<file path="src/hdl/block_pool_first_fit_allocator_defines.svh">
// Assertion macros for the block pool allocator.
`ifndef BLOCK_POOL_FIRST_FIT_ALLOCATOR_DEFINES_SVH
`define BLOCK_POOL_FIRST_FIT_ALLOCATOR_DEFINES_SVH

// Same-cycle implication, checked on clk, off while arst_n is low.
`define BPA_ASSERT_NOW(label, ante, cons, msg) \
	label: assert property (@(posedge clk) disable iff (!arst_n) (ante) |-> (cons)) \
		else $error(msg);

// Next-cycle implication, checked on clk, off while arst_n is low.
`define BPA_ASSERT_NEXT(label, ante, cons, msg) \
	label: assert property (@(posedge clk) disable iff (!arst_n) (ante) |=> (cons)) \
		else $error(msg);

`endif

</file>
<file path="src/hdl/bpa_pkg.sv">
`default_nettype none

package bpa_pkg;

	// command codes
	localparam logic CMD_ALLOC = 1'b0;
	localparam logic CMD_FREE  = 1'b1;

	// result status codes
	localparam logic [1:0] ST_ALLOC   = 2'd0;
	localparam logic [1:0] ST_FREED   = 2'd1;
	localparam logic [1:0] ST_FAIL    = 2'd2;
	localparam logic [1:0] ST_IGNORED = 2'd3;

	typedef struct packed {
		logic        command;
		logic [15:0] request_bytes;
		logic [15:0] release_offset;
	} req_t;

	typedef struct packed {
		logic [1:0]  status;
		logic [10:0] grant_offset;
		logic [5:0]  block_count;
	} rsp_t;

	// per-block bookkeeping held in the table RAM
	typedef struct packed {
		logic free;
		logic chained;
	} blk_t;

endpackage

`default_nettype wire

</file>
<file path="src/hdl/block_pool_first_fit_allocator.sv">
// Allocate scans the block table for the first free run that fits and marks it used;
// free divides the offset by the block size, range-checks it and walks the chain.
// A zero-size allocate fails at once. Only one transaction is in flight at a time; the
// scan and chain walk read the block table RAM one entry per cycle.
// Reset: arst_n clears control; then the CLEAR state clears the table, req_ready low.
`default_nettype none
`include "block_pool_first_fit_allocator_defines.svh"

module block_pool_first_fit_allocator #(
	parameter int NUM_BLOCKS  = 32,
	parameter int BLOCK_BYTES = 64
) (
	input  wire                 clk,
	input  wire                 arst_n,
	input  wire                 req_valid,
	output logic                req_ready,
	input  wire bpa_pkg::req_t  req,
	output logic                rsp_valid,
	input  wire                 rsp_ready,
	output bpa_pkg::rsp_t       rsp
);

	localparam int IDX_W  = $clog2(NUM_BLOCKS);
	localparam int CNT_RAW = $clog2(NUM_BLOCKS + 1);
	// count kept at least 6 bits wide so the result field is a plain part-select
	localparam int CNT_W  = (CNT_RAW > 6) ? CNT_RAW : 6;
	localparam int OFF_W  = IDX_W + 13;
	localparam int BLK_W  = $bits(bpa_pkg::blk_t);
	localparam logic [IDX_W-1:0] LAST_IDX = IDX_W'(NUM_BLOCKS - 1);
	localparam logic [12:0]      BB_V     = 13'(BLOCK_BYTES);
	// floor(2^32 / BLOCK_BYTES): quotient estimate is exact or one low
	localparam logic [31:0]      RECIP    = 32'((64'd1 << 32) / BLOCK_BYTES);

	typedef enum logic [3:0] {
		CLEAR,      // post-reset sweep: every block free, unchained
		IDLE,
		SCAN_RD,    // first table read for an allocate
		SCAN,       // one block per cycle, looking for a free run
		WRITE,      // mark the found run used, chained up to its last block
		DIV1,       // offset * reciprocal
		DIV2,       // estimate * block size
		DIV3,       // correct estimate, range check
		FREE_RD,    // first table read for a free
		FREE_WALK,  // release one block per cycle along the chain
		DONE        // park result in the output register
	} state_t;

	state_t              state_q;
	logic [IDX_W-1:0]    idx_q;      // current block (clear, scan, write, walk)
	logic [IDX_W-1:0]    last_q;     // last block of the found run
	logic [IDX_W-1:0]    head_q;     // first block of the current/found run
	logic [CNT_W-1:0]    run_q;      // run length, then block count of the result
	logic [16:0]         run_bytes_q;
	logic [15:0]         bytes_q;
	logic [15:0]         offs_q;
	logic [15:0]         quot_q;
	logic [28:0]         prod_q;
	logic [1:0]          status_q;
	logic                rsp_valid_q;
	bpa_pkg::rsp_t       rsp_q;

	// table RAM
	logic                we;
	logic [IDX_W-1:0]    waddr;
	bpa_pkg::blk_t       wdata;
	logic [IDX_W-1:0]    raddr;
	bpa_pkg::blk_t       rdata;

	// datapath helpers
	logic [16:0]         acc_bytes;
	logic                run_fits;
	logic [47:0]         recip_prod;
	logic [28:0]         diff;
	logic [16:0]         quot_fix;
	logic [OFF_W-1:0]    off_full;
	logic                rsp_load;

	bpa_ram #(
		.WIDTH (BLK_W),
		.DEPTH (NUM_BLOCKS)
	) u_table (
		.clk   (clk),
		.we    (we),
		.waddr (waddr),
		.wdata (wdata),
		.raddr (raddr),
		.rdata (rdata)
	);

	assign req_ready = (state_q == IDLE);
	assign rsp_valid = rsp_valid_q;
	assign rsp       = rsp_q;

	// Read one block ahead during scan and walk, so each cycle sees the next entry.
	always_comb begin
		if ((state_q == SCAN || state_q == FREE_WALK) && idx_q != LAST_IDX) begin
			raddr = idx_q + IDX_W'(1);
		end else begin
			raddr = idx_q;
		end
	end

	always_comb begin
		we            = 1'b0;
		waddr         = idx_q;
		wdata.free    = 1'b1;
		wdata.chained = 1'b0;
		unique case (state_q)
			CLEAR: begin
				we = 1'b1;
			end
			WRITE: begin
				we            = 1'b1;
				wdata.free    = 1'b0;
				wdata.chained = (idx_q != last_q);
			end
			FREE_WALK: begin
				we = 1'b1;
			end
			default: begin
				we = 1'b0;
			end
		endcase
	end

	// A run fits once its byte capacity covers the request; this avoids a divide.
	assign acc_bytes  = run_bytes_q + 17'(BB_V);
	assign run_fits   = (acc_bytes >= {1'b0, bytes_q});
	assign recip_prod = 48'(offs_q) * 48'(RECIP);
	assign diff       = 29'(offs_q) - prod_q;
	assign quot_fix   = {1'b0, quot_q} + 17'(diff >= 29'(BB_V));
	assign off_full   = OFF_W'(head_q) * OFF_W'(BB_V);
	assign rsp_load   = (state_q == DONE) && (!rsp_valid_q || rsp_ready);

	always_ff @(posedge clk or negedge arst_n) begin
		if (!arst_n) begin
			state_q     <= CLEAR;
			idx_q       <= '0;
			rsp_valid_q <= 1'b0;
		end else begin
			if (rsp_load) begin
				rsp_valid_q <= 1'b1;
			end else if (rsp_ready) begin
				rsp_valid_q <= 1'b0;
			end

			unique case (state_q)
				CLEAR: begin
					if (idx_q == LAST_IDX) begin
						state_q <= IDLE;
					end else begin
						idx_q <= idx_q + IDX_W'(1);
					end
				end

				IDLE: begin
					if (req_valid) begin
						bytes_q     <= req.request_bytes;
						offs_q      <= req.release_offset;
						idx_q       <= '0;
						run_q       <= '0;
						run_bytes_q <= '0;
						head_q      <= '0;
						if (req.command == bpa_pkg::CMD_FREE) begin
							state_q <= DIV1;
						end else if (req.request_bytes == 16'd0) begin
							status_q <= bpa_pkg::ST_FAIL;
							state_q  <= DONE;
						end else begin
							state_q <= SCAN_RD;
						end
					end
				end

				SCAN_RD: begin
					state_q <= SCAN;
				end

				SCAN: begin
					if (rdata.free && run_fits) begin
						// the run ends at this block
						run_q   <= run_q + CNT_W'(1);
						last_q  <= idx_q;
						if (run_q == '0) begin
							head_q <= idx_q;
							idx_q  <= idx_q;
						end else begin
							idx_q  <= head_q;
						end
						state_q <= WRITE;
					end else begin
						if (rdata.free) begin
							if (run_q == '0) begin
								head_q <= idx_q;
							end
							run_q       <= run_q + CNT_W'(1);
							run_bytes_q <= acc_bytes;
						end else begin
							// used block breaks the run
							run_q       <= '0;
							run_bytes_q <= '0;
						end
						if (idx_q == LAST_IDX) begin
							status_q <= bpa_pkg::ST_FAIL;
							run_q    <= '0;
							state_q  <= DONE;
						end else begin
							idx_q <= idx_q + IDX_W'(1);
						end
					end
				end

				WRITE: begin
					if (idx_q == last_q) begin
						status_q <= bpa_pkg::ST_ALLOC;
						state_q  <= DONE;
					end else begin
						idx_q <= idx_q + IDX_W'(1);
					end
				end

				DIV1: begin
					quot_q  <= recip_prod[47:32];
					state_q <= DIV2;
				end

				DIV2: begin
					prod_q  <= 29'(quot_q) * 29'(BB_V);
					state_q <= DIV3;
				end

				DIV3: begin
					if (quot_fix >= 17'(NUM_BLOCKS)) begin
						status_q <= bpa_pkg::ST_IGNORED;
						state_q  <= DONE;
					end else begin
						idx_q   <= quot_fix[IDX_W-1:0];
						state_q <= FREE_RD;
					end
				end

				FREE_RD: begin
					state_q <= FREE_WALK;
				end

				FREE_WALK: begin
					run_q <= run_q + CNT_W'(1);
					if (rdata.chained && idx_q != LAST_IDX) begin
						idx_q <= idx_q + IDX_W'(1);
					end else begin
						status_q <= bpa_pkg::ST_FREED;
						state_q  <= DONE;
					end
				end

				DONE: begin
					if (rsp_load) begin
						rsp_q.status <= status_q;
						rsp_q.grant_offset <= (status_q == bpa_pkg::ST_ALLOC) ?
							off_full[10:0] : 11'd0;
						rsp_q.block_count <= run_q[5:0];
						state_q <= IDLE;
					end
				end

				default: begin
					state_q <= IDLE;
				end
			endcase
		end
	end

	// A result only appears out of the DONE state.
	`BPA_ASSERT_NOW(a_rsp_from_done, $rose(rsp_valid_q), $past(state_q == DONE), "rsp without DONE")
	// The run write never runs past the end of the found run.
	`BPA_ASSERT_NOW(a_write_bound, state_q == WRITE, idx_q <= last_q, "run write overshoot")
	// One transaction at a time: ready drops right after an accept.
	`BPA_ASSERT_NEXT(a_one_at_time, req_valid && req_ready, !req_ready, "accept while busy")
	// Failed or ignored requests report no blocks and no offset.
	`BPA_ASSERT_NOW(a_fail_zero,
		rsp_valid && (rsp.status == bpa_pkg::ST_FAIL || rsp.status == bpa_pkg::ST_IGNORED),
		rsp.block_count == 6'd0 && rsp.grant_offset == 11'd0, "nonzero fields on failure")

endmodule

`default_nettype wire

</file>
<file path="src/hdl/bpa_ram.sv">
`default_nettype none

// Simple dual-port RAM, one write and one registered read port.
module bpa_ram #(
	parameter int WIDTH = 2,
	parameter int DEPTH = 32
) (
	input  wire                     clk,
	input  wire                     we,
	input  wire [$clog2(DEPTH)-1:0] waddr,
	input  wire [WIDTH-1:0]         wdata,
	input  wire [$clog2(DEPTH)-1:0] raddr,
	output logic [WIDTH-1:0]        rdata
);

	logic [WIDTH-1:0] mem_q [DEPTH];

	always_ff @(posedge clk) begin
		if (we) begin
			mem_q[waddr] <= wdata;
		end
		rdata <= mem_q[raddr];
	end

endmodule

`default_nettype wire

</file>
<file path="config.mk">
export PLATFORM = sky130hd
export DESIGN_NAME = block_pool_first_fit_allocator
export DESIGN_NICKNAME = d
export VERILOG_FILES = /design/src/hdl/bpa_pkg.sv /design/src/hdl/block_pool_first_fit_allocator.sv /design/src/hdl/bpa_ram.sv
export VERILOG_INCLUDE_DIRS = /design/src /design/src/hdl
export SDC_FILE = /design/constraint.sdc
export NUM_CORES = 1
export LEC_CHECK = 0
export ABC_AREA = 1
export BUFFER_PORTS_ARGS = -buffer_cell sky130_fd_sc_hd__buf_2
export CORE_MARGIN = 8
export CORE_UTILIZATION = 65
export DETAILED_ROUTE_END_ITERATION = 8
export PLACE_DENSITY = 0.85
export SYNTH_ARGS = -nofsm -noshare
export SYNTH_HDL_FRONTEND = slang
export SYNTH_SLANG_ARGS = --single-unit
</file>
<file path="constraint.sdc">
create_clock -name clk -period 8.9 [get_ports clk]
set_input_delay 0.89 -clock clk [delete_from_list [all_inputs] [get_ports clk]]
set_output_delay 0.89 -clock clk [all_outputs]
set_load 0.005 [all_outputs]
</file>
==> results of run 1 <==
[how the worst max path moves through the flow]
stage,to,slack (ns),depth (start not counted)
2_1_floorplan,run_bytes_q[0]$_SDFFCE_PN0P_,5.59,18
3_3_place_gp,idx_q[4]$_DFFE_PN0P_,5.29,21
3_5_place_dp,idx_q[0]$_DFFE_PN0P_,5.13,22
4_1_cts,idx_q[0]$_DFFE_PN0P_,5.03,22
5_1_grt,status_q[1]$_DFFE_PP_,4.75,20
6_report,idx_q[0]$_DFFE_PN0P_,5.01,22
[stage by stage]
| stage | total power [mW] | util (%) | cell area (um^2) |
|---|---|---|---|
| 6_report | 2.85 | 73.1 | 9640 |
| 4_1_cts | 2.83 | 73.1 | 9640 |
| 2_1_floorplan | 1.86 | - | 8740 |
| 3_5_place_dp | 2.08 | 68.6 | 9050 |
| 3_3_place_gp | 2.04 | 68.6 | 9050 |
| 5_1_grt | 3.01 | 73.1 | 9640 |
[registers in the layout, summed over array words and instances, names as in the netlist]
name / cells
u_table.mem_q: 64
run_bytes_q: 17
bytes_q: 16
rsp: 13
offs_q: 10
prod_q: 10
quot_q: 10
run_q: 6
head_q: 5
idx_q: 5
last_q: 5
state_q: 4
status_q: 2
u_table.rdata: 2
rsp_valid: 1
[cell usage after synthesis (10+ instances only)]
cell / count / share of area (%)
sky130_fd_sc_hd__a21oi_1: 22 / 1.3
sky130_fd_sc_hd__buf_4: 10 / 0.86
sky130_fd_sc_hd__dfrtp_1: 10 / 2.9
sky130_fd_sc_hd__edfxtp_1: 158 / 54
sky130_fd_sc_hd__ha_1: 37 / 5.3
sky130_fd_sc_hd__inv_1: 150 / 6.5
sky130_fd_sc_hd__nand2_1: 248 / 11
sky130_fd_sc_hd__nand3_1: 55 / 3.2
sky130_fd_sc_hd__nor2_1: 87 / 3.7
sky130_fd_sc_hd__nor3_1: 16 / 0.92
sky130_fd_sc_hd__o211ai_1: 12 / 1.0
sky130_fd_sc_hd__o21ai_0: 23 / 1.3
sky130_fd_sc_hd__xor2_1: 13 / 1.3
[layer usage]
layer	vias to the layer above	part of all wire, %
met5	-	0
met4	0	2.3
met3	44	7.9
met2	316	49
met1	2931	41
li1	3090	-
[cell families after synthesis]
| kind of cell | Yosys count | synth area share (%) |
|---|---|---|
| xor+xnor | 19 | 1.91 |
| other cells | 1 | 0.0430 |
| flops | 170 | 57.8 |
| buf+inv | 178 | 8.57 |
| simple gates | 433 | 20.6 |
| fa+ha+maj | 38 | 5.54 |
| compound gates | 76 | 5.63 |
[area by class of cell]
cell class | count | area (um^2)
sequential | 170 | 5030
clock buffer | 21 | 440
multi-input combinational | 572 | 2960
inverter | 157 | 592
timing repair buffer | 47 | 240
fill | 873 | 3550
clock inverter | 9 | 149
tap | 176 | 220
[report_power, final]
group | leakage, nW | internal [mW] | switching, mW | total (mW)
Combinational | 2.49 | 0.302 | 0.708 | 1.01
Sequential | 1.62 | 0.996 | 0.0907 | 1.09
Clock | 0.282 | 0.464 | 0.289 | 0.753
Total | 4.39 | 1.76 | 1.09 | 2.85
[critical path, delay by kind of cell (launching register included)]
| family | cells | cell delay (ns) |
|---|---|---|
| compound gates | 4 | 1.05 |
| flops | 1 | 0.39 |
| simple gates | 12 | 1.21 |
| buf+inv | 2 | 0.15 |
| fa+ha+maj | 4 | 1.04 |
==> flow_summary.html, run 1 <==
<table>
<tr><th>Metric</th><th>Value</th></tr>
<tr><th colspan="2">Power</th></tr>
<tr><td>Peak supply drop</td><td>0.183 mV</td></tr>
<tr><td>Leakage power of the design</td><td>4.39 nW</td></tr>
<tr><td>Power density over the cells</td><td>296 nW/um^2</td></tr>
<tr><th colspan="2">Synth</th></tr>
<tr><td>Main flop type after synthesis</td><td>sky130_fd_sc_hd__edfxtp_1</td></tr>
<tr><td>Avg Cell Area, Syn</td><td>9.53 um^2</td></tr>
<tr><td>Count of different cell masters after synthesis</td><td>45</td></tr>
<tr><td>Synthesized cell area</td><td>8720 um^2</td></tr>
<tr><td>Number of warnings printed during yosys synthesis</td><td>0</td></tr>
<tr><td>Register area share after synthesis</td><td>57.8%</td></tr>
<tr><td>Synthesis-stage register bit count</td><td>170</td></tr>
<tr><td>Cells after synthesis</td><td>915</td></tr>
<tr><td>EDFF count, synth</td><td>158</td></tr>
<tr><td>Asr flop ratio synth</td><td>5.88%</td></tr>
<tr><th colspan="2">Timing</th></tr>
<tr><td>Hold Worst Slack</td><td>0.359 ns</td></tr>
<tr><td>Slew @ Worst Pin</td><td>1.07 ns</td></tr>
<tr><td>Final setup vio count</td><td>0</td></tr>
<tr><td>Worst-case clock skew</td><td>0.00560 ns</td></tr>
<tr><td>Highest clock rate</td><td>257 MHz</td></tr>
<tr><td>RSZ-0062 raised after global routing</td><td>false</td></tr>
<tr><td>Minimum period implied by the final worst setup slack</td><td>3.89 ns</td></tr>
<tr><td>Final worst slack</td><td>5.01 ns</td></tr>
<tr><td>Accumulated negative setup slack</td><td>0 ns</td></tr>
<tr><td>Max Transition Viols Final</td><td>0</td></tr>
<tr><td>Hold violation count in the final report</td><td>0</td></tr>
<tr><td>Relative slew slack</td><td>28.9%</td></tr>
<tr><td>Post-route fraction of the period consumed by the critical path</td><td>43.7%</td></tr>
<tr><th colspan="2">Setup path</th></tr>
<tr><td>Slowest Stage Delay on Critical Path</td><td>0.43 ns</td></tr>
<tr><td>Signal arrival time at the worst endpoint</td><td>4.26 ns</td></tr>
<tr><td>FF-to-FF Start</td><td>offs_q[6]$_DFFE_PP_</td></tr>
<tr><td>Reg2reg setup slack</td><td>5.01 ns</td></tr>
<tr><td>Endpoint of the worst-slack reg-to-reg timing path</td><td>idx_q[0]$_DFFE_PN0P_</td></tr>
<tr><td>Cell chain of the critical path</td><td>inv_1 -&gt; ha_1 -&gt; inv_1 -&gt; fa_1 -&gt; a2111oi_0 -&gt; nand3_1 -&gt; nor2_1 -&gt; nand3_1 -&gt; nor2_1 -&gt; nand4_1 -&gt; ha_1 -&gt; ha_1 -&gt; nand2_1 -&gt; nor2_1 -&gt; nand3b_1 -&gt; o21ai_0 -&gt; nand2_1 -&gt; nand2_1 -&gt; o2111ai_2 -&gt; a21oi_1 -&gt; nand2_1 -&gt; nand2_1</td></tr>
<tr><td>Slowest stage cell, crit path</td><td>sky130_fd_sc_hd__fa_1</td></tr>
<tr><td>Type of the worst setup path</td><td>flip-flop to flip-flop</td></tr>
<tr><td>CP Launch Type</td><td>flip-flop</td></tr>
<tr><td>Kind of end point of the critical path</td><td>flip-flop</td></tr>
<tr><td>Maximum fanout count along the critical path</td><td>10</td></tr>
<tr><td>Required time of the critical path</td><td>9.27 ns</td></tr>
<tr><td>Worst r2r path cells</td><td>22</td></tr>
<tr><td>Cell with the most instances on the worst path</td><td>sky130_fd_sc_hd__nand2_1</td></tr>
<tr><td>Startpoint of the most critical setup path</td><td>offs_q[6]$_DFFE_PP_</td></tr>
<tr><th colspan="2">Clocking</th></tr>
<tr><td>Htree depth</td><td>4</td></tr>
<tr><td>Post-CTS Hold Fix Bufs</td><td>0</td></tr>
<tr><td>Maximum clock path buffer count</td><td>2</td></tr>
<tr><td>Clock tree from TritonCTS</td><td>yes</td></tr>
<tr><td>TritonCTS buffer count</td><td>17</td></tr>
<tr><td>Root Driver</td><td>sky130_fd_sc_hd__clkbuf_16</td></tr>
<tr><td>Number of clock sinks</td><td>170</td></tr>
<tr><td>CTS clk-pin slew, worst paths</td><td>0.06 ns</td></tr>
<tr><td>Postcts setup bufs</td><td>0</td></tr>
<tr><td>Worst skew pair latency</td><td>0.43 ns</td></tr>
<tr><td>Count of instances resized after the clock tree is built</td><td>0</td></tr>
<tr><th colspan="2">Cells and area</th></tr>
<tr><td>Antenna diode count</td><td>0</td></tr>
<tr><td>Share of layout cells above drive strength 1</td><td>9.94%</td></tr>
<tr><td>Final net count</td><td>1040</td></tr>
<tr><td>Number of standard cells in the layout, taps in and fillers out</td><td>1152</td></tr>
<tr><td>Layout Area Growth over Synthesis</td><td>10.6%</td></tr>
<tr><td>Most common cell after layout, fill and taps aside</td><td>sky130_fd_sc_hd__nand2_1</td></tr>
<tr><td>Top library cells by usage in the layout, fill and taps aside</td><td>248 x sky130_fd_sc_hd__nand2_1, 158 x sky130_fd_sc_hd__edfxtp_1, 150 x sky130_fd_sc_hd__inv_1</td></tr>
<tr><th colspan="2">Run status</th></tr>
<tr><td>Run status</td><td>completed</td></tr>
<tr><th colspan="2">GRT</th></tr>
<tr><td>Number of antenna violations at the first check in global routing</td><td>0</td></tr>
<tr><td>Largest net degree at the start of global routing</td><td>35</td></tr>
<tr><td>Met1 capacity usage during global routing</td><td>25.1%</td></tr>
<tr><td>Number of global-route vias before repair</td><td>6178</td></tr>
<tr><td>Total congestion overflow</td><td>0</td></tr>
<tr><td>First-pass GRT wire length</td><td>29200 um</td></tr>
<tr><td>Met3 track utilization from global routing</td><td>6.06%</td></tr>
<tr><td>Met2 layer usage reported by global route</td><td>35.5%</td></tr>
<tr><td>All-layer global routing usage</td><td>21.2%</td></tr>
<tr><td>Gr busiest metal</td><td>met2</td></tr>
<tr><th colspan="2">Floorplanning</th></tr>
<tr><td>Die Footprint</td><td>17400 um^2</td></tr>
<tr><td>Die width</td><td>132 um</td></tr>
<tr><td>Number of primary I/O pins</td><td>58</td></tr>
<tr><td>Core region area</td><td>13200 um^2</td></tr>
<tr><td>Number of rows in the core area</td><td>42</td></tr>
<tr><td>Chip height</td><td>132 um</td></tr>
<tr><td>Initial cell density of the core</td><td>66.1%</td></tr>
<tr><th colspan="2">Worst hold path</th></tr>
<tr><td>Classification of the worst-slack hold path</td><td>input port to async pin</td></tr>
<tr><th colspan="2">Route</th></tr>
<tr><td>DRT Pass-1 Iters</td><td>5</td></tr>
<tr><td>Total number of vias</td><td>6381</td></tr>
<tr><td>Wire length per cell after detailed routing</td><td>15.8 um</td></tr>
<tr><td>Post-detailed-routing wire length</td><td>18200 um</td></tr>
<tr><td>Via-per-instance ratio</td><td>5.54</td></tr>
<tr><td>Antenna Violating Nets Remaining</td><td>0</td></tr>
<tr><td>Total DRC errors in the routed layout</td><td>0</td></tr>
<tr><td>Initial detailed-routing violation count</td><td>725</td></tr>
<tr><th colspan="2">Placed design</th></tr>
<tr><td>Setup WS pre-CTS</td><td>5.13 ns</td></tr>
<tr><td>Count of input and output buffers</td><td>45</td></tr>
<tr><td>Routability cong.</td><td>0.924</td></tr>
<tr><td>Cell count after placement</td><td>1122</td></tr>
<tr><td>Post-detailed-placement half-perimeter wirelength</td><td>12200 um</td></tr>
<tr><th colspan="2">Flow run</th></tr>
<tr><td>Max-capacitance violation count</td><td>0</td></tr>
</table>
(Power assumes the default switching activity.)
==> run 2: changes to the inputs <==
--- a/config.mk
+++ b/config.mk
@@ -6,12 +6,12 @@
 export SDC_FILE = /design/constraint.sdc
 export NUM_CORES = 1
 export LEC_CHECK = 0
-export ABC_AREA = 1
+export ABC_AREA = 0
 export BUFFER_PORTS_ARGS = -buffer_cell sky130_fd_sc_hd__buf_2
 export CORE_MARGIN = 8
-export CORE_UTILIZATION = 65
+export CORE_UTILIZATION = 55
 export DETAILED_ROUTE_END_ITERATION = 8
-export PLACE_DENSITY = 0.85
+export PLACE_DENSITY = 0.76
 export SYNTH_ARGS = -nofsm -noshare
 export SYNTH_HDL_FRONTEND = slang
 export SYNTH_SLANG_ARGS = --single-unit
==> constraint.sdc (replaced) <==
create_clock -name clk -period 3.33 [get_ports clk]
set_input_delay 0.333 -clock clk [delete_from_list [all_inputs] [get_ports clk]]
set_output_delay 0.333 -clock clk [all_outputs]
set_load 0.005 [all_outputs]
==> run 2 against run 1 <==
The run now ends with negative setup slack left. Setup slack worse by 5.4 ns. Sequential cell count stayed put. Final cell count is 13% lower. Clock skew is 0.0099 ns higher. Critical path depth is 5 lower. Wire length is 3.9% higher. Combinational power grew to 3.0 times the previous value. First-iteration DRC count is 6.9% lower. Clock-buffer cell count is 3 lower. Clock power grew to 2.7 times the previous value. Core utilization is 7.5 points lower. Critical path type unchanged. Highest routed layer unchanged.
==> flow_summary.html, run 2 <==
<table>
<tr><th>Metric</th><th>Value</th></tr>
<tr><th colspan="2">Run status</th></tr>
<tr><td>Run status</td><td>finished with violations</td></tr>
<tr><td>Violated checks</td><td>negative setup slack</td></tr>
<tr><th colspan="2">Cells and area</th></tr>
<tr><td>Register bank with the most flops</td><td>u_table.mem_q</td></tr>
<tr><td>Fill count</td><td>1097 (+26%)</td></tr>
<tr><td>Flip-flop count of the largest register, all copies and words added</td><td>64 (unchanged)</td></tr>
<tr><td>Antenna diode count</td><td>0 (unchanged)</td></tr>
<tr><td>Number of standard cells in the layout, taps in and fillers out</td><td>999 (-13%)</td></tr>
<tr><td>Post-layout instance area</td><td>9930 um^2 (+3.0%)</td></tr>
<tr><td>Most common cell after layout, fill and taps aside</td><td>sky130_fd_sc_hd__edfxtp_1</td></tr>
<tr><td>Final net count</td><td>873 (-16%)</td></tr>
<tr><td>Share of layout cells above drive strength 1</td><td>19.4% (+9.4 points)</td></tr>
<tr><td>Layout Area Growth over Synthesis</td><td>17.0%</td></tr>
<tr><td>Register area</td><td>5030 um^2 (unchanged)</td></tr>
<tr><td>Multi-input gate area in the final layout</td><td>3330 um^2 (+13%)</td></tr>
<tr><td>Registers with the most flip-flops</td><td>u_table.mem_q (64), run_bytes_q (17), bytes_q (16)</td></tr>
<tr><td>Top library cells by usage in the layout, fill and taps aside</td><td>158 x sky130_fd_sc_hd__edfxtp_1, 75 x sky130_fd_sc_hd__nand2_1, 68 x sky130_fd_sc_hd__nor2_1</td></tr>
<tr><th colspan="2">Setup path</th></tr>
<tr><td>Stages on the worst setup path</td><td>17 (-23%)</td></tr>
<tr><td>CP Capture Point</td><td>idx_q[3]$_DFFE_PN0P_</td></tr>
<tr><td>Reg2reg setup slack</td><td>-0.37 ns (-5.37 ns)</td></tr>
<tr><td>Crit path buffers/inverters</td><td>3 (+1)</td></tr>
<tr><td>Slowest stage cell, crit path</td><td>sky130_fd_sc_hd__or4_1</td></tr>
<tr><td>Maximum fanout count along the critical path</td><td>3 (-7)</td></tr>
<tr><td>Cell chain of the critical path</td><td>inv_1 -&gt; ha_1 -&gt; inv_2 -&gt; fa_2 -&gt; a21o_1 -&gt; a21oi_2 -&gt; buf_4 -&gt; xnor2_2 -&gt; nor3_2 -&gt; nand3_1 -&gt; ha_4 -&gt; and3_4 -&gt; a311oi_4 -&gt; nor2_2 -&gt; a211o_1 -&gt; or4_1 -&gt; and3_1</td></tr>
<tr><td>Slowest Stage Delay on Critical Path</td><td>0.48 ns (+0.05 ns)</td></tr>
<tr><td>Endpoint of the worst-slack reg-to-reg timing path</td><td>idx_q[3]$_DFFE_PN0P_</td></tr>
<tr><td>FF-to-FF Start</td><td>offs_q[6]$_DFFE_PP_</td></tr>
<tr><td>Top cell family by delay on the critical path</td><td>simple AND/OR/NAND/NOR gates</td></tr>
<tr><td>Required time of the critical path</td><td>3.66 ns (-5.61 ns)</td></tr>
<tr><td>Worst r2r path cells</td><td>17 (-23%)</td></tr>
<tr><td>Signal arrival time at the worst endpoint</td><td>4.02 ns (-0.24 ns)</td></tr>
<tr><td>CP Launch Type</td><td>flip-flop</td></tr>
<tr><td>Startpoint of the most critical setup path</td><td>offs_q[6]$_DFFE_PP_</td></tr>
<tr><td>Type of the worst setup path</td><td>flip-flop to flip-flop</td></tr>
<tr><td>Kind of end point of the critical path</td><td>flip-flop</td></tr>
<tr><th colspan="2">Route</th></tr>
<tr><td>Antenna Violating Nets Remaining</td><td>0 (unchanged)</td></tr>
<tr><td>Total DRC errors in the routed layout</td><td>0 (unchanged)</td></tr>
<tr><td>Initial detailed-routing violation count</td><td>675 (-6.9%)</td></tr>
<tr><td>DRT Pass-1 Iters</td><td>5 (unchanged)</td></tr>
<tr><td>Total number of vias</td><td>5995 (-6.0%)</td></tr>
<tr><td>Via-per-instance ratio</td><td>6.00 (+8.3%)</td></tr>
<tr><td>Wire length per cell after detailed routing</td><td>19.0 um (+20%)</td></tr>
<tr><td>Post-detailed-routing wire length</td><td>18900 um (+3.9%)</td></tr>
<tr><th colspan="2">Synth</th></tr>
<tr><td>Number of warnings printed during yosys synthesis</td><td>0 (unchanged)</td></tr>
<tr><td>Synth cell count leaders</td><td>158 x sky130_fd_sc_hd__edfxtp_1, 75 x sky130_fd_sc_hd__nand2_1, 72 x sky130_fd_sc_hd__nor2_1, 41 x sky130_fd_sc_hd__inv_1, 37 x sky130_fd_sc_hd__ha_1</td></tr>
<tr><td>Avg Cell Area, Syn</td><td>11.8 um^2 (+24%)</td></tr>
<tr><td>Largest area contributor in the netlist</td><td>sky130_fd_sc_hd__edfxtp_1</td></tr>
<tr><td>Proportion of netlist area held by the largest area contributor</td><td>55.9% (+1.5 points)</td></tr>
<tr><td>Main flop type after synthesis</td><td>sky130_fd_sc_hd__edfxtp_1</td></tr>
<tr><td>Asr flop ratio synth</td><td>5.88% (unchanged)</td></tr>
<tr><td>Synthesis-stage register bit count</td><td>170 (unchanged)</td></tr>
<tr><td>Count of different cell masters after synthesis</td><td>65 (+44%)</td></tr>
<tr><td>Synthesized cell area</td><td>8490 um^2 (-2.6%)</td></tr>
<tr><td>EDFF count, synth</td><td>158 (unchanged)</td></tr>
<tr><td>Cells after synthesis</td><td>717 (-22%)</td></tr>
<tr><td>Register area share after synthesis</td><td>59.3% (+1.6 points)</td></tr>
<tr><td>Largest cells by area after synthesis</td><td>sky130_fd_sc_hd__edfxtp_1 56%, sky130_fd_sc_hd__ha_1 5.5%, sky130_fd_sc_hd__nand2_1 3.3%</td></tr>
<tr><td>Most frequent cell after synthesis</td><td>sky130_fd_sc_hd__edfxtp_1</td></tr>
<tr><th colspan="2">Flow run</th></tr>
<tr><td>Max-capacitance violation count</td><td>0 (unchanged)</td></tr>
<tr><th colspan="2">Timing</th></tr>
<tr><td>Hold violation count in the final report</td><td>0 (unchanged)</td></tr>
<tr><td>Relative slew slack</td><td>36.9% (+8.1 points)</td></tr>
<tr><td>Slew @ Worst Pin</td><td>0.943 ns (-0.123 ns)</td></tr>
<tr><td>Accumulated negative setup slack</td><td>-1.54 ns (-1.54 ns)</td></tr>
<tr><td>Final setup vio count</td><td>8 (+8)</td></tr>
<tr><td>Minimum period implied by the final worst setup slack</td><td>3.70 ns (-0.198 ns)</td></tr>
<tr><td>Worst-case clock skew</td><td>0.0155 ns (+0.00985 ns)</td></tr>
<tr><td>Post-route fraction of the period consumed by the critical path</td><td>111% (+67 points)</td></tr>
<tr><td>RSZ-0062 raised after global routing</td><td>true</td></tr>
<tr><td>Max Transition Viols Final</td><td>0 (unchanged)</td></tr>
<tr><td>Final worst slack</td><td>-0.366 ns (-5.37 ns)</td></tr>
<tr><td>Hold Worst Slack</td><td>0.0679 ns (-0.291 ns)</td></tr>
<tr><td>Highest clock rate</td><td>271 MHz (+5.3%)</td></tr>
<tr><th colspan="2">Clocking</th></tr>
<tr><td>TritonCTS buffer count</td><td>17 (unchanged)</td></tr>
<tr><td>Clock tree from TritonCTS</td><td>yes</td></tr>
<tr><td>Root Driver</td><td>sky130_fd_sc_hd__clkbuf_16</td></tr>
<tr><td>Maximum clock path buffer count</td><td>2 (unchanged)</td></tr>
<tr><td>Worst skew pair latency</td><td>0.45 ns (+0.02 ns)</td></tr>
<tr><td>Htree depth</td><td>4 (unchanged)</td></tr>
<tr><td>Number of clock sinks</td><td>170 (unchanged)</td></tr>
<tr><td>CTS clk-pin slew, worst paths</td><td>0.07 ns (about the same)</td></tr>
<tr><th colspan="2">GRT</th></tr>
<tr><td>Number of global-route vias before repair</td><td>6102 (-1.2%)</td></tr>
<tr><td>Largest net degree at the start of global routing</td><td>34 (-2.9%)</td></tr>
<tr><td>Total congestion overflow</td><td>0 (unchanged)</td></tr>
<tr><td>Number of antenna violations at the first check in global routing</td><td>0 (unchanged)</td></tr>
<tr><td>First-pass GRT wire length</td><td>30900 um (+5.7%)</td></tr>
<tr><td>All-layer global routing usage</td><td>19.8% (-1.4 points)</td></tr>
<tr><th colspan="2">Power</th></tr>
<tr><td>Power density over the cells</td><td>796 nW/um^2 (+170%)</td></tr>
<tr><td>Power consumption</td><td>7.90 mW (+180%)</td></tr>
<tr><td>Peak supply drop</td><td>0.468 mV (+160%)</td></tr>
<tr><td>Leakage power of the design</td><td>3.80 nW (-13%)</td></tr>
<tr><th colspan="2">Placed design</th></tr>
<tr><td>Cell count after placement</td><td>959 (-15%)</td></tr>
<tr><td>Placed inst area</td><td>9110 um^2 (+0.72%)</td></tr>
<tr><td>Count of input and output buffers</td><td>45 (unchanged)</td></tr>
<tr><td>Routability cong.</td><td>0.923 (-0.12%)</td></tr>
<tr><td>Post-detailed-placement half-perimeter wirelength</td><td>12900 um (+5.6%)</td></tr>
<tr><th colspan="2">Floorplanning</th></tr>
<tr><td>Initial cell density of the core</td><td>56.0% (-10 points)</td></tr>
<tr><td>Die Footprint</td><td>19700 um^2 (+13%)</td></tr>
<tr><td>Core region area</td><td>15100 um^2 (+15%)</td></tr>
<tr><td>Number of primary I/O pins</td><td>58 (unchanged)</td></tr>
<tr><td>Die width</td><td>140 um (+6.4%)</td></tr>
<tr><td>Number of rows in the core area</td><td>45 (+7.1%)</td></tr>
<tr><td>Chip height</td><td>140 um (+6.4%)</td></tr>
<tr><th colspan="2">Worst hold path</th></tr>
<tr><td>Classification of the worst-slack hold path</td><td>input port to flip-flop</td></tr>
<tr><td>Number of stages on the worst hold path</td><td>1</td></tr>
</table>
[run 2: cell type report]
class	instances	share of cell area, %
clock buffers	18	4.32
repair buffers	88	5.75
multi-input cells	480	33.6
clock inverters	14	1.73
inverters	41	1.55
flip-flops and latches	170	50.7
well taps	188	2.37
[run 2: kinds of logic (layout without fill, tap and decap cells)]
| logic type | count (synthesis) | count (layout) | synth area share (%) |
|---|---|---|---|
| flip-flops | 170 | 170 | 59.3 |
| AO/OA/AOI/OAI | 107 | 107 | 8.89 |
| multiplexers | 30 | 30 | 3.61 |
| XOR/XNOR | 32 | 32 | 3.61 |
| other | 1 | 6 | 0.0442 |
| adder cells (fa/ha/maj) | 38 | 38 | 5.69 |
| AND/OR/NAND/NOR | 267 | 267 | 15.2 |
| buffers and inverters | 72 | 161 | 3.63 |
[run 2: worst min path at each step]
stage / startpoint / endpoint / slack [ns]
2_1_floorplan: arst_n / idx_q[0]$_DFFE_PN0P_ / 0.04
6_report: req[6] / offs_q[6]$_DFFE_PP_ / 0.07
3_3_place_gp: arst_n / rsp_valid$_DFFE_PN0P_ / 0.26
5_1_grt: req[6] / offs_q[6]$_DFFE_PP_ / 0.05
3_5_place_dp: arst_n / rsp_valid$_DFFE_PN0P_ / 0.27
4_1_cts: req[6] / offs_q[6]$_DFFE_PP_ / 0.06
[run 2: worst register-to-register path: stages (launching register included)]
cell and delay [ns]:
sky130_fd_sc_hd__edfxtp_1 0.38, sky130_fd_sc_hd__inv_1 0.07, sky130_fd_sc_hd__ha_1 0.15, sky130_fd_sc_hd__inv_2 0.04, sky130_fd_sc_hd__fa_2 0.35, sky130_fd_sc_hd__a21o_1 0.18, sky130_fd_sc_hd__a21oi_2 0.14, sky130_fd_sc_hd__buf_4 0.13
sky130_fd_sc_hd__xnor2_2 0.07, sky130_fd_sc_hd__nor3_2 0.22, sky130_fd_sc_hd__nand3_1 0.15, sky130_fd_sc_hd__ha_4 0.21, sky130_fd_sc_hd__and3_4 0.19, sky130_fd_sc_hd__a311oi_4 0.29, sky130_fd_sc_hd__nor2_2 0.09, sky130_fd_sc_hd__a211o_1 0.28
sky130_fd_sc_hd__or4_1 0.48, sky130_fd_sc_hd__and3_1 0.15
[run 2: report_power, final]
part	switching [mW]	internal [mW]
registers	0.204	2.67
logic	1.83	1.18
clock network	0.826	1.18
[run 2: repair_timing]
action,in CTS,in global routing
buffers inserted,4,3
setup endpoints to repair,10,39
pin swaps,9,5
gates resized for setup,12,18
endpoints found under the hold margin,10,0
hold buffers,1,0
[run 2: metal layers]
layer | GRT usage, % | wire [um] | vias to the layer above
met5 | 0 | 0 | -
met2 | 32.0 | 9230 | 245
li1 | - | - | 2795
met3 | 4.45 | 1260 | 40
met4 | 9.03 | 465 | 0
met1 | 25.0 | 7990 | 2915
[run 2: through the flow]
stage / util [%] / worst slack (ns)
4_1_cts: 64.8 / -0.276
3_3_place_gp: 60.2 / -0.318
6_report: 65.5 / -0.366
5_1_grt: 65.5 / -0.551
2_1_floorplan: - / -0.180
3_5_place_dp: 60.2 / -0.468
==> run 3: changes to the inputs <==
--- a/config.mk
+++ b/config.mk
@@ -11,6 +11,7 @@
 export CORE_MARGIN = 8
 export CORE_UTILIZATION = 55
 export DETAILED_ROUTE_END_ITERATION = 8
+export HOLD_SLACK_MARGIN = 0.08
 export PLACE_DENSITY = 0.76
 export SYNTH_ARGS = -nofsm -noshare
 export SYNTH_HDL_FRONTEND = slang
==> run 3 against run 2 <==
The flow still finishes with violations (negative setup slack). Critical path depth stayed put. Clock power hardly changed. Register-to-register slack hardly changed. Global-route usage is 0.16 points higher. Worst hold slack better by 0.025 ns. Sequential cell count stayed put. Non-clock buffer count is 15 higher. Via count is 2.1% higher. Setup slack hardly changed. Final cell count is 1.5% higher. Largest power group unchanged. Highest routed layer unchanged.
==> flow_summary.html, run 3 (synthesized netlist as in run 2, its figures left out) <==
<table>
<tr><th>Metric</th><th>Value</th></tr>
<tr><th colspan="2">Placed design</th></tr>
<tr><td>Cell count after placement</td><td>959 (unchanged)</td></tr>
<tr><td>Routability cong.</td><td>0.923 (unchanged)</td></tr>
<tr><td>Count of input and output buffers</td><td>45 (unchanged)</td></tr>
<tr><td>Post-detailed-placement half-perimeter wirelength</td><td>12900 um (unchanged)</td></tr>
<tr><td>Placed inst area</td><td>9110 um^2 (unchanged)</td></tr>
<tr><th colspan="2">Timing</th></tr>
<tr><td>Worst-case clock skew</td><td>0.0102 ns (-0.00523 ns)</td></tr>
<tr><td>Relative slew slack</td><td>36.4% (-0.47 points)</td></tr>
<tr><td>Post-route fraction of the period consumed by the critical path</td><td>111% (about the same)</td></tr>
<tr><td>Final setup vio count</td><td>8 (unchanged)</td></tr>
<tr><td>Max Transition Viols Final</td><td>0 (unchanged)</td></tr>
<tr><td>Highest clock rate</td><td>271 MHz (about the same)</td></tr>
<tr><td>Accumulated negative setup slack</td><td>-1.56 ns (-0.0172 ns)</td></tr>
<tr><td>Hold violation count in the final report</td><td>0 (unchanged)</td></tr>
<tr><td>RSZ-0062 raised after global routing</td><td>true</td></tr>
<tr><td>Minimum period implied by the final worst setup slack</td><td>3.70 ns (+0.000439 ns)</td></tr>
<tr><td>Hold Worst Slack</td><td>0.0929 ns (+0.0250 ns)</td></tr>
<tr><td>Final worst slack</td><td>-0.366 ns (-0.000439 ns)</td></tr>
<tr><td>Slew @ Worst Pin</td><td>0.950 ns (+0.00705 ns)</td></tr>
<tr><th colspan="2">Setup path</th></tr>
<tr><td>Type of the worst setup path</td><td>flip-flop to flip-flop</td></tr>
<tr><td>Cell chain of the critical path</td><td>inv_1 -&gt; ha_1 -&gt; inv_2 -&gt; fa_2 -&gt; a21o_1 -&gt; a21oi_2 -&gt; buf_4 -&gt; xnor2_2 -&gt; nor3_2 -&gt; nand3_1 -&gt; ha_4 -&gt; and3_4 -&gt; a311oi_4 -&gt; nor2_2 -&gt; a211o_1 -&gt; or4_1 -&gt; and3_1</td></tr>
<tr><td>Top cell family by delay on the critical path</td><td>simple AND/OR/NAND/NOR gates</td></tr>
<tr><td>Signal arrival time at the worst endpoint</td><td>4.02 ns (about the same)</td></tr>
<tr><td>CP Launch Type</td><td>flip-flop</td></tr>
<tr><td>Crit path buffers/inverters</td><td>3 (unchanged)</td></tr>
<tr><td>Slowest Stage Delay on Critical Path</td><td>0.48 ns (about the same)</td></tr>
<tr><td>Required time of the critical path</td><td>3.66 ns (about the same)</td></tr>
<tr><td>Maximum fanout count along the critical path</td><td>3 (unchanged)</td></tr>
<tr><td>Kind of end point of the critical path</td><td>flip-flop</td></tr>
<tr><td>Slowest stage cell, crit path</td><td>sky130_fd_sc_hd__or4_1</td></tr>
<tr><th colspan="2">Power</th></tr>
<tr><td>Leakage power of the design</td><td>3.86 nW (+1.6%)</td></tr>
<tr><td>Power consumption</td><td>7.93 mW (+0.41%)</td></tr>
<tr><td>Power density over the cells</td><td>787 nW/um^2 (-1.1%)</td></tr>
<tr><td>Peak supply drop</td><td>0.469 mV (+0.30%)</td></tr>
<tr><th colspan="2">Cells and area</th></tr>
<tr><td>Share of layout cells above drive strength 1</td><td>19.0% (-0.35 points)</td></tr>
<tr><td>Top library cells by usage in the layout, fill and taps aside</td><td>158 x sky130_fd_sc_hd__edfxtp_1, 75 x sky130_fd_sc_hd__nand2_1, 68 x sky130_fd_sc_hd__nor2_1</td></tr>
<tr><td>Post-layout instance area</td><td>10100 um^2 (+1.5%)</td></tr>
<tr><td>Most common cell after layout, fill and taps aside</td><td>sky130_fd_sc_hd__edfxtp_1</td></tr>
<tr><td>Antenna diode count</td><td>0 (unchanged)</td></tr>
<tr><td>Layout Area Growth over Synthesis</td><td>18.7%</td></tr>
<tr><td>Registers with the most flip-flops</td><td>u_table.mem_q (64), run_bytes_q (17), bytes_q (16)</td></tr>
<tr><td>Final net count</td><td>888 (+1.7%)</td></tr>
<tr><td>Flip-flop count of the largest register, all copies and words added</td><td>64 (unchanged)</td></tr>
<tr><td>Number of standard cells in the layout, taps in and fillers out</td><td>1014 (+1.5%)</td></tr>
<tr><td>Register bank with the most flops</td><td>u_table.mem_q</td></tr>
<tr><th colspan="2">Route</th></tr>
<tr><td>Total number of vias</td><td>6119 (+2.1%)</td></tr>
<tr><td>DRT Pass-1 Iters</td><td>5 (unchanged)</td></tr>
<tr><td>Antenna Violating Nets Remaining</td><td>0 (unchanged)</td></tr>
<tr><td>Initial detailed-routing violation count</td><td>703 (+4.1%)</td></tr>
<tr><td>Via-per-instance ratio</td><td>6.03 (+0.56%)</td></tr>
<tr><td>Post-detailed-routing wire length</td><td>19300 um (+1.9%)</td></tr>
<tr><td>Wire length per cell after detailed routing</td><td>19.0 um (+0.38%)</td></tr>
<tr><td>Total DRC errors in the routed layout</td><td>0 (unchanged)</td></tr>
<tr><th colspan="2">Clocking</th></tr>
<tr><td>Root Driver</td><td>sky130_fd_sc_hd__clkbuf_16</td></tr>
<tr><td>Number of clock sinks</td><td>170 (unchanged)</td></tr>
<tr><td>Clock tree from TritonCTS</td><td>yes</td></tr>
<tr><td>Htree depth</td><td>4 (unchanged)</td></tr>
<tr><td>Worst skew pair latency</td><td>0.44 ns (about the same)</td></tr>
<tr><td>CTS clk-pin slew, worst paths</td><td>0.07 ns (about the same)</td></tr>
<tr><td>Maximum clock path buffer count</td><td>2 (unchanged)</td></tr>
<tr><td>TritonCTS buffer count</td><td>17 (unchanged)</td></tr>
<tr><th colspan="2">Floorplanning</th></tr>
<tr><td>Number of primary I/O pins</td><td>58 (unchanged)</td></tr>
<tr><td>Die width</td><td>140 um (unchanged)</td></tr>
<tr><td>Initial cell density of the core</td><td>56.0% (unchanged)</td></tr>
<tr><td>Core region area</td><td>15100 um^2 (unchanged)</td></tr>
<tr><td>Die Footprint</td><td>19700 um^2 (unchanged)</td></tr>
<tr><td>Chip height</td><td>140 um (unchanged)</td></tr>
<tr><td>Number of rows in the core area</td><td>45 (unchanged)</td></tr>
<tr><th colspan="2">GRT</th></tr>
<tr><td>Total congestion overflow</td><td>0 (unchanged)</td></tr>
<tr><td>First-pass GRT wire length</td><td>31200 um (+0.80%)</td></tr>
<tr><td>Largest net degree at the start of global routing</td><td>34 (unchanged)</td></tr>
<tr><td>Number of global-route vias before repair</td><td>6155 (+0.87%)</td></tr>
<tr><td>Number of antenna violations at the first check in global routing</td><td>0 (unchanged)</td></tr>
<tr><td>All-layer global routing usage</td><td>20.0% (+0.16 points)</td></tr>
<tr><th colspan="2">Worst hold path</th></tr>
<tr><td>Classification of the worst-slack hold path</td><td>input port to flip-flop</td></tr>
<tr><th colspan="2">Flow run</th></tr>
<tr><td>Max-capacitance violation count</td><td>0 (unchanged)</td></tr>
<tr><th colspan="2">Run status</th></tr>
<tr><td>Run status</td><td>finished with violations</td></tr>
<tr><td>Violated checks</td><td>negative setup slack</td></tr>
</table>
## run 3: changes by cell type in the layout (fill, tap and decap cells not counted)
cell,delta
sky130_fd_sc_hd__dlygate4sd3_1,+15
## run 3: routing by layer
metal	routed length (um)	track usage [%]	up-vias
met3	1320	4.45	54
met4	580	9.03	0
met2	9330	32.4	264
li1	-	-	2830
met1	8070	25.1	2971
met5	0	0	-
## run 3: cell type report
cell class                 instances  area, um^2
sequential                       170        5030
tap                              188         235
inverter                          41         154
clock buffer                      18         429
clock inverter                    14         171
fill                            1082        5070
timing repair buffer             103         721
multi-input combinational        480        3330
## run 3: path summary, 6_finish.rpt
kind	end	slack, ns	cells after the start	start
max	idx_q[3]$_DFFE_PN0P_	-0.37	17	offs_q[6]$_DFFE_PP_
max in group asynchronous	state_q[2]$_DFFE_PN0P_	2.68	2	arst_n
max reg2reg	idx_q[3]$_DFFE_PN0P_	-0.37	17	offs_q[6]$_DFFE_PP_
min in group asynchronous	rsp_valid$_DFFE_PN0P_	0.37	2	arst_n
min	bytes_q[11]$_DFFE_PP_	0.09	1	req[27]
min reg2reg	rsp[18]$_DFFE_PP_	0.45	0	status_q[1]$_DFFE_PP_
## run 3: per-stage QoR
step / utilization (%) / worst slack [ns]
global route: 66.5 / -0.551
CTS: 65.7 / -0.276
finish: 66.5 / -0.366
global placement: 60.2 / -0.318
floorplan: - / -0.180
detailed placement: 60.2 / -0.468
## run 3: power by group
group          switching (mW)  internal [mW]
Combinational            1.85           1.20
Sequential              0.204           2.67
Clock                   0.827           1.18
Total                    2.88           5.05
## run 3: timing repair
| item | CTS | global route |
|---|---|---|
| hold buffers | 15 | 1 |
| hold endpoints to repair | 24 | 1 |
| pin swaps | 9 | 5 |
| gates cloned | 0 | 0 |
| setup endpoints to repair | 10 | 39 |
| resized for setup | 12 | 18 |
| buffers inserted | 4 | 3 |
## run 3: worst register-to-register path: cells and delay by family (launching register included)
family / cells / cell delay, ns
AO/OA/AOI/OAI: 4 / 0.90
AND/OR/NAND/NOR: 6 / 1.28
buffers and inverters: 3 / 0.24
adder cells (fa/ha/maj): 3 / 0.71
flip-flops: 1 / 0.38
XOR/XNOR: 1 / 0.07
